**src/pds_pkg.sv**
```systemverilog
// shared widths, codes and controller/datapath interface types for the pll divider search
package pds_pkg;

    localparam int REF_W  = 16;
    localparam int MULT_W = 10;
    localparam int DIV_W  = 8;
    localparam int EXP_W  = 3;
    localparam int KHZ_W  = 32;
    localparam int STAT_W = 2;
    localparam int CFG_IDX_W = 3;

    // product reference * m and iterative divider geometry
    localparam int PROD_W     = REF_W + MULT_W;
    localparam int DIV_RADIX  = 2;
    localparam int DIV_CYCLES = PROD_W / DIV_RADIX;
    localparam int DIV_CNT_W  = $clog2(DIV_CYCLES + 1);

    localparam int OUT_DATA_W = MULT_W + DIV_W + EXP_W + KHZ_W;
    localparam int OUT_TDATA_W = ((OUT_DATA_W + 7) / 8) * 8;

    localparam logic [EXP_W-1:0] POST_EXP_MIN = 3'd0;

    localparam logic [STAT_W-1:0] STATUS_OK    = 2'd0;
    localparam logic [STAT_W-1:0] STATUS_RANGE = 2'd1;
    localparam logic [STAT_W-1:0] STATUS_EMPTY = 2'd2;

    localparam logic [CFG_IDX_W-1:0] CFG_REFERENCE = 3'd0;
    localparam logic [CFG_IDX_W-1:0] CFG_MULT_MIN  = 3'd1;
    localparam logic [CFG_IDX_W-1:0] CFG_MULT_MAX  = 3'd2;
    localparam logic [CFG_IDX_W-1:0] CFG_DIV_MIN   = 3'd3;
    localparam logic [CFG_IDX_W-1:0] CFG_DIV_MAX   = 3'd4;
    localparam logic [CFG_IDX_W-1:0] CFG_POST_EXP  = 3'd5;
    localparam logic [CFG_IDX_W-1:0] CFG_VCO_MIN   = 3'd6;
    localparam logic [CFG_IDX_W-1:0] CFG_VCO_MAX   = 3'd7;

    localparam logic [REF_W-1:0]  RST_REFERENCE = 16'd14318;
    localparam logic [MULT_W-1:0] RST_MULT_MIN  = 10'd3;
    localparam logic [MULT_W-1:0] RST_MULT_MAX  = 10'd129;
    localparam logic [DIV_W-1:0]  RST_DIV_MIN   = 8'd3;
    localparam logic [DIV_W-1:0]  RST_DIV_MAX   = 8'd33;
    localparam logic [EXP_W-1:0]  RST_POST_EXP  = 3'd3;
    localparam logic [KHZ_W-1:0]  RST_VCO_MIN   = 32'd135000;
    localparam logic [KHZ_W-1:0]  RST_VCO_MAX   = 32'd270000;

    typedef struct packed {
        logic              load;
        logic              scale;
        logic              lower;
        logic              set_status;
        logic [STAT_W-1:0] status_code;
        logic              walk_init;
        logic              mul;
        logic              div_step;
        logic              eval;
        logic              emit;
    } pds_cmd_t;

    typedef struct packed {
        logic ovf;
        logic need_lower;
        logic out_range;
        logic empty;
        logic walk_done;
        logic div_last;
        logic out_free;
    } pds_stat_t;

endpackage

```
**src/pll_divider_search.sv**
```systemverilog
// top level of the pll m/n/r divider search
//
// usage: write the eight limit registers through cfg_we/cfg_index/cfg_data while
// the block is idle (index 0 reference, 1-2 m range, 3-4 n range, 5 largest r,
// 6-7 vco range). a wanted frequency in kHz enters on the s_axis channel; one
// result item leaves on m_axis with m, n, r and the achieved frequency in tdata
// and the status code in tuser.
// sequence: capture, scaling, the halvings of r followed by the checks, then for each
// m/n walk step a multiply, the 2-bit-per-cycle divider and a compare, then the
// end-of-walk check and the emit.
// the walk makes at most (mult_max-mult_min+1)+(div_max-div_min+1) steps; the single
// divider used in every step dominates the time an item takes.
// items are handled one at a time; s_axis_tready is high only when no search runs.
// the result sits in an output register, so a new item is accepted while the
// previous result waits; if the receiver stalls, the next search holds in its
// last cycle until the register is free.
// reset restores the limit registers to their defaults and empties the output.
module pll_divider_search (
    input  logic                                clk,
    input  logic                                rst_n,
    input  logic                                s_axis_tvalid,
    output logic                                s_axis_tready,
    // wanted_khz[31:0]
    input  logic [pds_pkg::KHZ_W-1:0]           s_axis_tdata,
    output logic                                m_axis_tvalid,
    input  logic                                m_axis_tready,
    // mult_out[9:0], div_out[17:10], post_exp_out[20:18], achieved_khz[52:21], zero pad
    output logic [pds_pkg::OUT_TDATA_W-1:0]     m_axis_tdata,
    // status[1:0]
    output logic [pds_pkg::STAT_W-1:0]          m_axis_tuser,
    input  logic                                cfg_we,
    input  logic [pds_pkg::CFG_IDX_W-1:0]       cfg_index,
    input  logic [pds_pkg::KHZ_W-1:0]           cfg_data
);
    import pds_pkg::*;

    pds_cmd_t  cmd;
    pds_stat_t stat;

    pds_ctrl u_ctrl (
        .clk      (clk),
        .rst_n    (rst_n),
        .in_valid (s_axis_tvalid),
        .in_ready (s_axis_tready),
        .stat     (stat),
        .cmd      (cmd)
    );

    pds_dp u_dp (
        .clk        (clk),
        .rst_n      (rst_n),
        .cfg_we     (cfg_we),
        .cfg_index  (cfg_index),
        .cfg_data   (cfg_data),
        .in_wanted  (s_axis_tdata),
        .cmd        (cmd),
        .stat       (stat),
        .out_ready  (m_axis_tready),
        .out_valid  (m_axis_tvalid),
        .out_data   (m_axis_tdata),
        .out_status (m_axis_tuser)
    );

endmodule

```
**src/pds_ctrl.sv**
```systemverilog
// sequencer for the pll divider search: scaling, r lowering, checks and m/n walk
module pds_ctrl (
    input  logic                clk,
    input  logic                rst_n,
    input  logic                in_valid,
    output logic                in_ready,
    input  pds_pkg::pds_stat_t  stat,
    output pds_pkg::pds_cmd_t   cmd
);
    import pds_pkg::*;

    localparam logic [2:0] ST_IDLE  = 3'd0;
    localparam logic [2:0] ST_SCALE = 3'd1;
    localparam logic [2:0] ST_LOWER = 3'd2;
    localparam logic [2:0] ST_MUL   = 3'd3;
    localparam logic [2:0] ST_DIV   = 3'd4;
    localparam logic [2:0] ST_EVAL  = 3'd5;
    localparam logic [2:0] ST_EMIT  = 3'd6;

    logic [2:0] state_reg;
    logic [2:0] state_next;

    always_ff @(posedge clk or negedge rst_n)
    begin
        if (!rst_n)
        begin
            state_reg <= ST_IDLE;
        end
        else
        begin
            state_reg <= state_next;
        end
    end

    always_comb
    begin
        state_next = state_reg;
        cmd        = '0;
        in_ready   = 1'b0;
        case (state_reg)
            ST_IDLE:
            begin
                in_ready = 1'b1;
                if (in_valid)
                begin
                    cmd.load   = 1'b1;
                    state_next = ST_SCALE;
                end
            end
            ST_SCALE:
            begin
                if (stat.ovf)
                begin
                    cmd.set_status  = 1'b1;
                    cmd.status_code = STATUS_RANGE;
                    state_next      = ST_EMIT;
                end
                else
                begin
                    cmd.scale  = 1'b1;
                    state_next = ST_LOWER;
                end
            end
            ST_LOWER:
            begin
                // one halving per cycle, then range and empty checks
                if (stat.need_lower)
                begin
                    cmd.lower = 1'b1;
                end
                else if (stat.out_range)
                begin
                    cmd.set_status  = 1'b1;
                    cmd.status_code = STATUS_RANGE;
                    state_next      = ST_EMIT;
                end
                else if (stat.empty)
                begin
                    cmd.set_status  = 1'b1;
                    cmd.status_code = STATUS_EMPTY;
                    state_next      = ST_EMIT;
                end
                else
                begin
                    cmd.walk_init = 1'b1;
                    state_next    = ST_MUL;
                end
            end
            ST_MUL:
            begin
                if (stat.walk_done)
                begin
                    cmd.set_status  = 1'b1;
                    cmd.status_code = STATUS_OK;
                    state_next      = ST_EMIT;
                end
                else
                begin
                    cmd.mul    = 1'b1;
                    state_next = ST_DIV;
                end
            end
            ST_DIV:
            begin
                cmd.div_step = 1'b1;
                if (stat.div_last)
                begin
                    state_next = ST_EVAL;
                end
            end
            ST_EVAL:
            begin
                cmd.eval   = 1'b1;
                state_next = ST_MUL;
            end
            ST_EMIT:
            begin
                if (stat.out_free)
                begin
                    cmd.emit   = 1'b1;
                    state_next = ST_IDLE;
                end
            end
            default:
            begin
                state_next = ST_IDLE;
            end
        endcase
    end

endmodule

```
**src/pds_dp.sv**
```systemverilog
// datapath: config registers, vco target, m/n walk with iterative divider, output register
module pds_dp (
    input  logic                                  clk,
    input  logic                                  rst_n,
    input  logic                                  cfg_we,
    input  logic [pds_pkg::CFG_IDX_W-1:0]         cfg_index,
    input  logic [pds_pkg::KHZ_W-1:0]             cfg_data,
    input  logic [pds_pkg::KHZ_W-1:0]             in_wanted,
    input  pds_pkg::pds_cmd_t                     cmd,
    output pds_pkg::pds_stat_t                    stat,
    input  logic                                  out_ready,
    output logic                                  out_valid,
    output logic [pds_pkg::OUT_TDATA_W-1:0]       out_data,
    output logic [pds_pkg::STAT_W-1:0]            out_status
);
    import pds_pkg::*;

    localparam int SHIFT_W = KHZ_W + (1 << EXP_W) - 1;

    // configuration
    logic [REF_W-1:0]  ref_reg;
    logic [MULT_W-1:0] mult_min_reg;
    logic [MULT_W-1:0] mult_max_reg;
    logic [DIV_W-1:0]  div_min_reg;
    logic [DIV_W-1:0]  div_max_reg;
    logic [EXP_W-1:0]  post_exp_reg;
    logic [KHZ_W-1:0]  vco_min_reg;
    logic [KHZ_W-1:0]  vco_max_reg;

    always_ff @(posedge clk or negedge rst_n)
    begin
        if (!rst_n)
        begin
            ref_reg      <= RST_REFERENCE;
            mult_min_reg <= RST_MULT_MIN;
            mult_max_reg <= RST_MULT_MAX;
            div_min_reg  <= RST_DIV_MIN;
            div_max_reg  <= RST_DIV_MAX;
            post_exp_reg <= RST_POST_EXP;
            vco_min_reg  <= RST_VCO_MIN;
            vco_max_reg  <= RST_VCO_MAX;
        end
        else if (cfg_we)
        begin
            case (cfg_index)
                CFG_REFERENCE: ref_reg      <= cfg_data[REF_W-1:0];
                CFG_MULT_MIN:  mult_min_reg <= cfg_data[MULT_W-1:0];
                CFG_MULT_MAX:  mult_max_reg <= cfg_data[MULT_W-1:0];
                CFG_DIV_MIN:   div_min_reg  <= cfg_data[DIV_W-1:0];
                CFG_DIV_MAX:   div_max_reg  <= cfg_data[DIV_W-1:0];
                CFG_POST_EXP:  post_exp_reg <= cfg_data[EXP_W-1:0];
                CFG_VCO_MIN:   vco_min_reg  <= cfg_data;
                CFG_VCO_MAX:   vco_max_reg  <= cfg_data;
                default:       ref_reg      <= ref_reg;
            endcase
        end
    end

    // working registers (payload, no reset)
    logic [KHZ_W-1:0]  wanted_reg;
    logic [EXP_W-1:0]  r_reg;
    logic [KHZ_W-1:0]  vco_reg;
    logic [MULT_W:0]   am_reg;
    logic [DIV_W:0]    an_reg;
    logic [MULT_W-1:0] best_m_reg;
    logic [DIV_W-1:0]  best_n_reg;
    logic [PROD_W-1:0] best_cur_reg;
    logic [KHZ_W-1:0]  best_delta_reg;
    logic              first_reg;
    logic [PROD_W-1:0] quo_reg;
    logic [DIV_W-1:0]  rem_reg;
    logic [DIV_CNT_W-1:0] div_cnt_reg;
    logic [STAT_W-1:0] code_reg;

    logic [SHIFT_W-1:0] shifted;
    logic [PROD_W-1:0]  quo_next;
    logic [DIV_W-1:0]   rem_next;
    logic [DIV_W:0]     trial;
    logic [KHZ_W-1:0]   cur;
    logic [KHZ_W-1:0]   delta;
    logic               better;

    assign shifted = {{(SHIFT_W-KHZ_W){1'b0}}, wanted_reg} << r_reg;
    assign cur     = {{(KHZ_W-PROD_W){1'b0}}, quo_reg};
    assign delta   = (cur >= vco_reg) ? (cur - vco_reg) : (vco_reg - cur);
    assign better  = first_reg || (delta < best_delta_reg);

    // restoring division, DIV_RADIX quotient bits per cycle
    always_comb
    begin
        quo_next = quo_reg;
        rem_next = rem_reg;
        trial    = '0;
        for (int i = 0; i < DIV_RADIX; i++)
        begin
            trial    = {rem_next, quo_next[PROD_W-1]};
            quo_next = {quo_next[PROD_W-2:0], 1'b0};
            if (trial >= {1'b0, an_reg[DIV_W-1:0]})
            begin
                rem_next    = DIV_W'(trial - {1'b0, an_reg[DIV_W-1:0]});
                quo_next[0] = 1'b1;
            end
            else
            begin
                rem_next = trial[DIV_W-1:0];
            end
        end
    end

    always_ff @(posedge clk)
    begin
        if (cmd.load)
        begin
            wanted_reg <= in_wanted;
            r_reg      <= post_exp_reg;
        end
        if (cmd.scale)
        begin
            vco_reg <= shifted[KHZ_W-1:0];
        end
        if (cmd.lower)
        begin
            r_reg   <= r_reg - 1'b1;
            vco_reg <= vco_reg >> 1;
        end
        if (cmd.set_status)
        begin
            code_reg <= cmd.status_code;
        end
        if (cmd.walk_init)
        begin
            am_reg     <= {1'b0, mult_min_reg};
            an_reg     <= {1'b0, div_min_reg};
            best_m_reg <= mult_min_reg;
            best_n_reg <= div_min_reg;
            first_reg  <= 1'b1;
        end
        if (cmd.mul)
        begin
            // am stays within mult_max here, so its low bits carry the value
            quo_reg     <= PROD_W'(ref_reg) * PROD_W'(am_reg[MULT_W-1:0]);
            rem_reg     <= '0;
            div_cnt_reg <= DIV_CNT_W'(DIV_CYCLES);
        end
        if (cmd.div_step)
        begin
            quo_reg     <= quo_next;
            rem_reg     <= rem_next;
            div_cnt_reg <= div_cnt_reg - 1'b1;
        end
        if (cmd.eval)
        begin
            first_reg <= 1'b0;
            if (better)
            begin
                best_delta_reg <= delta;
                best_m_reg     <= am_reg[MULT_W-1:0];
                best_n_reg     <= an_reg[DIV_W-1:0];
                best_cur_reg   <= quo_reg;
            end
            if (cur <= vco_reg)
            begin
                am_reg <= am_reg + 1'b1;
            end
            else
            begin
                an_reg <= an_reg + 1'b1;
            end
        end
    end

    // output register
    logic                   out_valid_reg;
    logic [OUT_DATA_W-1:0]  out_data_reg;
    logic [STAT_W-1:0]      out_status_reg;
    logic [PROD_W-1:0]      achieved;

    assign achieved = best_cur_reg >> r_reg;

    always_ff @(posedge clk or negedge rst_n)
    begin
        if (!rst_n)
        begin
            out_valid_reg <= 1'b0;
        end
        else if (cmd.emit)
        begin
            out_valid_reg <= 1'b1;
        end
        else if (out_ready)
        begin
            out_valid_reg <= 1'b0;
        end
    end

    always_ff @(posedge clk)
    begin
        if (cmd.emit)
        begin
            out_status_reg <= code_reg;
            if (code_reg == STATUS_OK)
            begin
                out_data_reg <= {{(KHZ_W-PROD_W){1'b0}}, achieved,
                                 r_reg, best_n_reg, best_m_reg};
            end
            else
            begin
                out_data_reg <= '0;
            end
        end
    end

    assign out_valid  = out_valid_reg;
    assign out_data   = {{(OUT_TDATA_W-OUT_DATA_W){1'b0}}, out_data_reg};
    assign out_status = out_status_reg;

    assign stat.ovf        = |shifted[SHIFT_W-1:KHZ_W];
    assign stat.need_lower = (r_reg > POST_EXP_MIN) && (vco_reg > vco_max_reg);
    assign stat.out_range  = (vco_reg < vco_min_reg) || (vco_reg > vco_max_reg);
    assign stat.empty      = (mult_min_reg > mult_max_reg) || (div_min_reg > div_max_reg)
                             || (div_min_reg == '0);
    assign stat.walk_done  = (am_reg > {1'b0, mult_max_reg}) || (an_reg > {1'b0, div_max_reg});
    assign stat.div_last   = (div_cnt_reg == DIV_CNT_W'(1));
    assign stat.out_free   = !out_valid_reg || out_ready;

endmodule

```
**config.mk**
```make
export PLATFORM = sky130hd
export DESIGN_NAME = pll_divider_search
export DESIGN_NICKNAME = d
export VERILOG_FILES = /design/src/pds_pkg.sv /design/src/pll_divider_search.sv /design/src/pds_ctrl.sv /design/src/pds_dp.sv
export SDC_FILE = /design/constraint.sdc
export NUM_CORES = 1
export LEC_CHECK = 0
export BUFFER_PORTS_ARGS = -buffer_cell sky130_fd_sc_hd__buf_2
export CORE_ASPECT_RATIO = 1.1
export CORE_UTILIZATION = 35
export DETAILED_ROUTE_END_ITERATION = 8
export HOLD_SLACK_MARGIN = 0.08
export SYNTH_ARGS = -nofsm -noshare
export SYNTH_HDL_FRONTEND = slang
export SYNTH_SLANG_ARGS = --single-unit
export TNS_END_PERCENT = 20
```
**constraint.sdc**
```tcl
create_clock -name clk -period 10.6 [get_ports clk]
set_input_delay 2.12 -clock clk [delete_from_list [all_inputs] [get_ports clk]]
set_output_delay 2.12 -clock clk [all_outputs]
set_load 0.01 [all_outputs]
```
==> results of run 1 <==
-- final timing paths --
check                                 from                   end  cells after the start
setup / recovery           u_dp.quo_reg[0]  u_dp.best_cur_reg[7]                     21
hold reg to reg            u_dp.am_reg[10]       u_dp.am_reg[10]                      1
max in group asynchronous            rst_n  u_dp.mult_min_reg[8]                      2
hold / removal             u_dp.am_reg[10]       u_dp.am_reg[10]                      1
min in group asynchronous            rst_n  u_dp.vco_max_reg[29]                      1
setup reg to reg           u_dp.quo_reg[0]  u_dp.best_cur_reg[7]                     21
-- critical path, delay by kind of cell, from the launching register on --
kind,cells,cell delay (ns)
XOR/XNOR,1,0.27
multiplexers,1,0.39
adder cells (fa/ha/maj),3,0.91
buffers and inverters,4,1.30
AO/OA/AOI/OAI,10,2.31
flip-flops,1,0.43
AND/OR/NAND/NOR,2,0.36
-- cell type report --
type	count	area, µm²	share of cell area, %
Clock inverter	15	224	0.712
Clock buffer	65	1340	4.25
Antenna cell	4	10.0	0.0318
Multi-Input combinational cell	1978	16200	51.5
Timing Repair Buffer	151	831	2.64
Tap cell	1045	1310	4.16
Sequential cell	376	10300	32.8
Inverter	329	1230	3.93
-- cells in the mapped netlist, types with 5 or more instances --
library cell	instances
a21o_1	53
o21a_1	20
ha_1	265
nor2b_1	22
dfstp_2	37
nor4_1	8
o21ai_0	119
xor2_1	24
a211oi_1	26
or3_1	7
nand4_1	37
o21bai_1	26
o41ai_1	7
or2_2	6
a21boi_0	6
and3_1	35
buf_2	8
nand2_1	240
dfrtp_1	86
a21oi_1	196
buf_4	11
edfxtp_1	213
o22ai_1	7
clkbuf_1	109
o31ai_1	11
nor2_1	145
a211o_1	6
fa_1	114
a31oi_1	31
nor3_1	40
o211ai_1	19
mux2_2	125
mux4_2	23
xnor2_1	33
o221a_2	9
a31o_2	5
dfxtp_1	40
inv_1	327
a2111oi_0	5
buf_1	12
mux2i_1	96
and2_1	97
nand3_1	33
nand2b_1	10
-- cell families (layout without fill, tap and decap cells) --
| family | count (synthesis) | after routing | synth area share [%] |
|---|---|---|---|
| compound gates | 588 | 588 | 13.2 |
| mux | 247 | 247 | 10.4 |
| other cells | 1 | 13 | 0.0133 |
| simple gates | 698 | 698 | 11.8 |
| buf+inv | 471 | 560 | 6.49 |
| fa+ha+maj | 379 | 379 | 19.8 |
| flops | 376 | 376 | 36.5 |
| xor+xnor | 57 | 57 | 1.77 |
-- metrics by stage --
stage / instances / setup slack, ns / utilization (%) / hold WS, ns
after global placement: 3879 / 4.19 / 37.6 / 0.472
after detailed placement: 3879 / 4.16 / 37.6 / 0.480
final: 3963 / 4.19 / 39.6 / 0.483
after CTS: 3959 / 4.13 / 39.6 / 0.490
after global routing: 3959 / 3.68 / 39.6 / 0.504
after floorplan: 2825 / 4.73 / - / 0.442
-- metal layers --
metal | part of all wire, % | up-vias | GRT usage [%] | routed length (µm)
met3 | 4.0 | 143 | 2.48 | 3350
met4 | 4.3 | 0 | 8.54 | 3530
li1 | - | 10000 | - | -
met2 | 50 | 499 | 35.7 | 41700
met5 | 0 | - | 0 | 0
met1 | 41 | 10500 | 25.1 | 34400
==> summary.txt, run 1 <==
Status
  • Status: completed

Clocking
  • Clock net sink count: 376
  • Num CTS Buffers: 43
  • Gates resized, CTS repair: 0
  • Clock Pin Slew Worst Setup and Hold Paths: 0.06 ns
  • Root Buffer: clkbuf_16
  • Insertion delay to the later sink of the worst-skew pair: 0.60 ns
  • CTS tree: yes
  • Max clock buf depth: 3
  • Postcts setup bufs: 0
  • CTS Hold Bufs: 0
  • CTS H-tree depth: 2

Timing
  • Clock Skew: 0.0341 ns
  • Setup Viol. Count Final: 0
  • Relative slew slack: 28.1%
  • Tmin final: 6.41 ns
  • Final hold vios: 0
  • Final TNS setup: 0 ns
  • Max Fclk: 156 MHz
  • RSZ-0062 raised after global routing: no
  • Period utilization: 60.5%
  • Worst Max-Slew Pin Slew: 1.07 ns
  • Final max-slew violation count: 0

Routing
  • First-iteration detailed-routing DRC count: 1544
  • DRC Markers: 0
  • Routed WL: 82900 µm
  • Via-to-Cell Ratio: 5.33
  • Vias: 21100
  • First drt pass iteration count: 5
  • Routed Antenna Nets: 0
  • WL per Instance: 20.9 µm

Global routing
  • First-pass GRT wire length: 128000 µm
  • Overflow after GRT: 0
  • Initial antenna violation count: 1
  • Largest net degree at the start of global routing: 70
  • Tot GR Track Use: 20.4%
  • Number of global-route vias before repair: 21200

Placed design
  • # port buffers: 122
  • Dpl cell area: 0.0299 mm²
  • GP Congestion: 0.935
  • Final HPWL DP: 64600 µm

Yosys
  • Distinct cells, synth: 81
  • Mapped cell area: 0.0283 mm²
  • Ys Warns: 0
  • Ys async rst share: 32.7%
  • Sequential fraction of the synthesis area: 36.5%
  • Cell accounting for the most synthesized area: edfxtp_1
  • Gate Count Post-Synth: 2817
  • Register bit total from synthesis: 376
  • Commonest register cell after synthesis: edfxtp_1
  • EDFF count, synth: 213
  • Top cells by area, synth: edfxtp_1 23%, ha_1 12%, fa_1 8.1%
  • Share of the synthesized area in the top cell type: 22.6%
  • Syn_area_per_cell: 10.0 µm²

Finish
  • Most frequent cells in the layout: 327 x inv_1, 265 x ha_1, 239 x nand2_1, 213 x edfxtp_1, 196 x a21oi_1
  • Final instance area: 0.0314 mm²
  • Max FFs per register: 47
  • Commonest non-fill, non-tap cell in the layout: inv_1
  • Final net count: 3330
  • Synth-to-layout area growth: 11.3%
  • # fillers: 7833
  • Layout cells sized above 1: 15.2%

Setup path
  • Crit path max-delay cell type: buf_4
  • Largest stage delay, worst path: 0.63 ns
  • Worst Path Arrival: 6.61 ns
  • Reg2Reg Setup Slack: 4.19 ns
  • Crit start category: flop
  • Crit path capture type: flop
  • CP max FO: 54
  • Critical path required time: 10.80 ns
  • Crit path kind: reg2reg
  • Crit-path cells: inv_1, ha_1, inv_1, fa_1, a211oi_1, o211ai_1, nand3_1, a31oi_1, o21ai_4, buf_4, mux2_2, a21oi_1, xnor2_1, ha_1, o21ai_0, a21oi_1, o41ai_1, nand3_1, a211o_1, a21oi_4, buf_4

Floorplanning
  • IO Pins: 132
  • Die height: 300 µm
  • Chip width: 273 µm
  • Die area: 0.0819 mm²
  • Total core area: 0.0795 mm²
  • Row cnt: 108
  • Starting density of the core: 35.6%

Min path
  • Worst Hold Class: reg2reg

Job
  • Maxcap violations: 0
Power of run 1 is left out: the tool's default activity adds up to more than one toggle a clock period on the data nets, which glitch-free logic cannot reach.
==> inputs of run 2 (changes only) <==
==> constraint.sdc (replaced) <==
create_clock -name clk -period 6 [get_ports clk]
set_input_delay 1.2 -clock clk [delete_from_list [all_inputs] [get_ports clk]]
set_output_delay 1.2 -clock clk [all_outputs]
set_load 0.01 [all_outputs]
==> summary.txt, run 2 (synthesis gave the netlist of run 1 again) <==
Floorplanning
  • Starting density of the core: 35.6%
  • IO Pins: 132
  • Die height: 300 µm
  • Chip width: 273 µm
  • Row cnt: 108
  • Die area: 0.0819 mm²
  • Total core area: 0.0795 mm²

Finish
  • Max FFs per register: 47
  • Most frequent cells in the layout: 327 x inv_1, 264 x ha_1, 239 x nand2_1, 213 x edfxtp_1, 195 x a21oi_1
  • Post-Layout Cell Count: 4058
  • Final net count: 3430
  • Inserted Diodes: 0
  • Synth-to-layout area growth: 13.9%
  • # fillers: 7872
  • Layout cells sized above 1: 18.5%
  • Commonest non-fill, non-tap cell in the layout: inv_1

Clocking
  • Num CTS Buffers: 44
  • CTS H-tree depth: 2
  • Max clock buf depth: 3
  • Clock net sink count: 376
  • Root Buffer: clkbuf_16
  • CTS tree: yes
  • Clock Pin Slew Worst Setup and Hold Paths: 0.06 ns
  • Insertion delay to the later sink of the worst-skew pair: 0.62 ns
  • CTS Hold Bufs: 0

Timing
  • Period utilization: 95.0%
  • Hold_ws: 0.480 ns
  • Final max-slew violation count: 0
  • Final hold vios: 0
  • Tmin final: 5.70 ns
  • RSZ-0062 raised after global routing: no
  • Final TNS setup: 0 ns
  • Relative slew slack: 22.8%
  • Clock Skew: 0.0590 ns
  • Setup Viol. Count Final: 0
  • Max Fclk: 175 MHz
  • Worst Max-Slew Pin Slew: 1.16 ns

Setup path
  • CP max FO: 11
  • Crit path capture type: flop
  • Critical path required time: 6.31 ns
  • Crit-path most repeated cell: fa_1
  • Worst Path Arrival: 6.01 ns
  • CP top delay family: adder cells
  • Crit path max-delay cell type: dfstp_2
  • Crit path kind: reg2reg
  • Crit-path cells: nand2_1, fa_1, inv_1, fa_1, fa_1, fa_1, inv_1, fa_1, inv_1, ha_1, a21o_1, a21oi_1, nor2_1, a21oi_1, o31a_1, nand2b_1, a21oi_1, xor2_1, o21ai_0
  • Largest stage delay, worst path: 0.66 ns
  • CP Buf/Inv Count: 3
  • Crit start category: flop

Job
  • Maxcap violations: 0

Status
  • Status: completed

Global routing
  • Largest net degree at the start of global routing: 68
  • Tot GR Track Use: 20.1%
  • First-pass GRT wire length: 127000 µm
  • Overflow after GRT: 0
  • Number of global-route vias before repair: 21200
  • Initial antenna violation count: 3

Min path
  • Worst Hold Class: reg2reg

Routing
  • WL per Instance: 20.4 µm
  • Routed WL: 82700 µm
  • DRC Markers: 0
  • Via-to-Cell Ratio: 5.28
  • First drt pass iteration count: 6
  • Vias: 21400
  • Routed Antenna Nets: 0
  • First-iteration detailed-routing DRC count: 1683

Placed design
  • # port buffers: 122
  • Final HPWL DP: 65400 µm
  • GP Congestion: 0.963
  • Placed Cells: 3968
run 2: cell types whose count changed in the layout (fill, tap and decap cells not counted), sizes merged:
cell	delta
bufinv	-3
clkbuf	-4
clkinv	+11
inv	-1
buf	+98
clkinvlp	-2
diode	-4
run 2: cell type report:
type                       instances  area [µm²]  share of cell area (%)
multi-input combinational       1978       16200                    50.3
sequential                       376       10300                    32.1
timing repair buffer             250        1640                    5.09
tap                             1045        1310                    4.06
clock buffer                      60        1270                    3.95
inverter                         329        1230                    3.84
clock inverter                    20         210                   0.653
run 2: worst paths after layout:
kind	slack, ns	depth (start not counted)	end	startpoint
worst min-delay path	0.48	1	u_dp.an_reg[8]	u_dp.an_reg[8]
worst min register to register	0.48	1	u_dp.an_reg[8]	u_dp.an_reg[8]
worst max-delay path	0.30	19	u_dp.quo_reg[18]	u_dp.ref_reg[10]
min in group asynchronous	0.70	1	u_dp.vco_min_reg[26]	rst_n
worst max register to register	0.30	19	u_dp.quo_reg[18]	u_dp.ref_reg[10]
max in group asynchronous	3.95	2	u_dp.ref_reg[4]	rst_n
run 2: worst register-to-register path: cells and delay by family (launching register included):
| family | cells | cell delay [ns] |
|---|---|---|
| buffers and inverters | 3 | 0.15 |
| adders and majority gates | 6 | 2.93 |
| DFF | 1 | 0.66 |
| and+or+nand+nor | 3 | 0.27 |
| xor gates and xnor gates | 1 | 0.31 |
| AOI/OAI and AO/OA | 6 | 1.06 |
run 2: per-stage QoR:
stage	cell area (µm²)	setup slack (ns)	util (%)
2_1_floorplan	28300	0.132	-
3_5_place_dp	30600	0.190	38.5
4_1_cts	32100	0.168	40.4
6_report	32200	0.299	40.5
3_3_place_gp	30600	0.297	38.5
5_1_grt	32200	0.000657	40.5
run 2: repair_timing:
item | in CTS | in global routing
gates resized for setup | 0 | 15
endpoints found under the setup margin | 0 | 77
setup buffers | 0 | 10
run 2: metal layers:
layer  vias to the layer above  GRT usage (%)  routed length, µm
met5                         -              0                 13
met2                       510           34.7              40600
li1                      10200              -                  -
met4                         2           9.39               4160
met1                     10500           25.2              35000
met3                       159           2.00               3020
Power of run 2 is left out for the same reason.
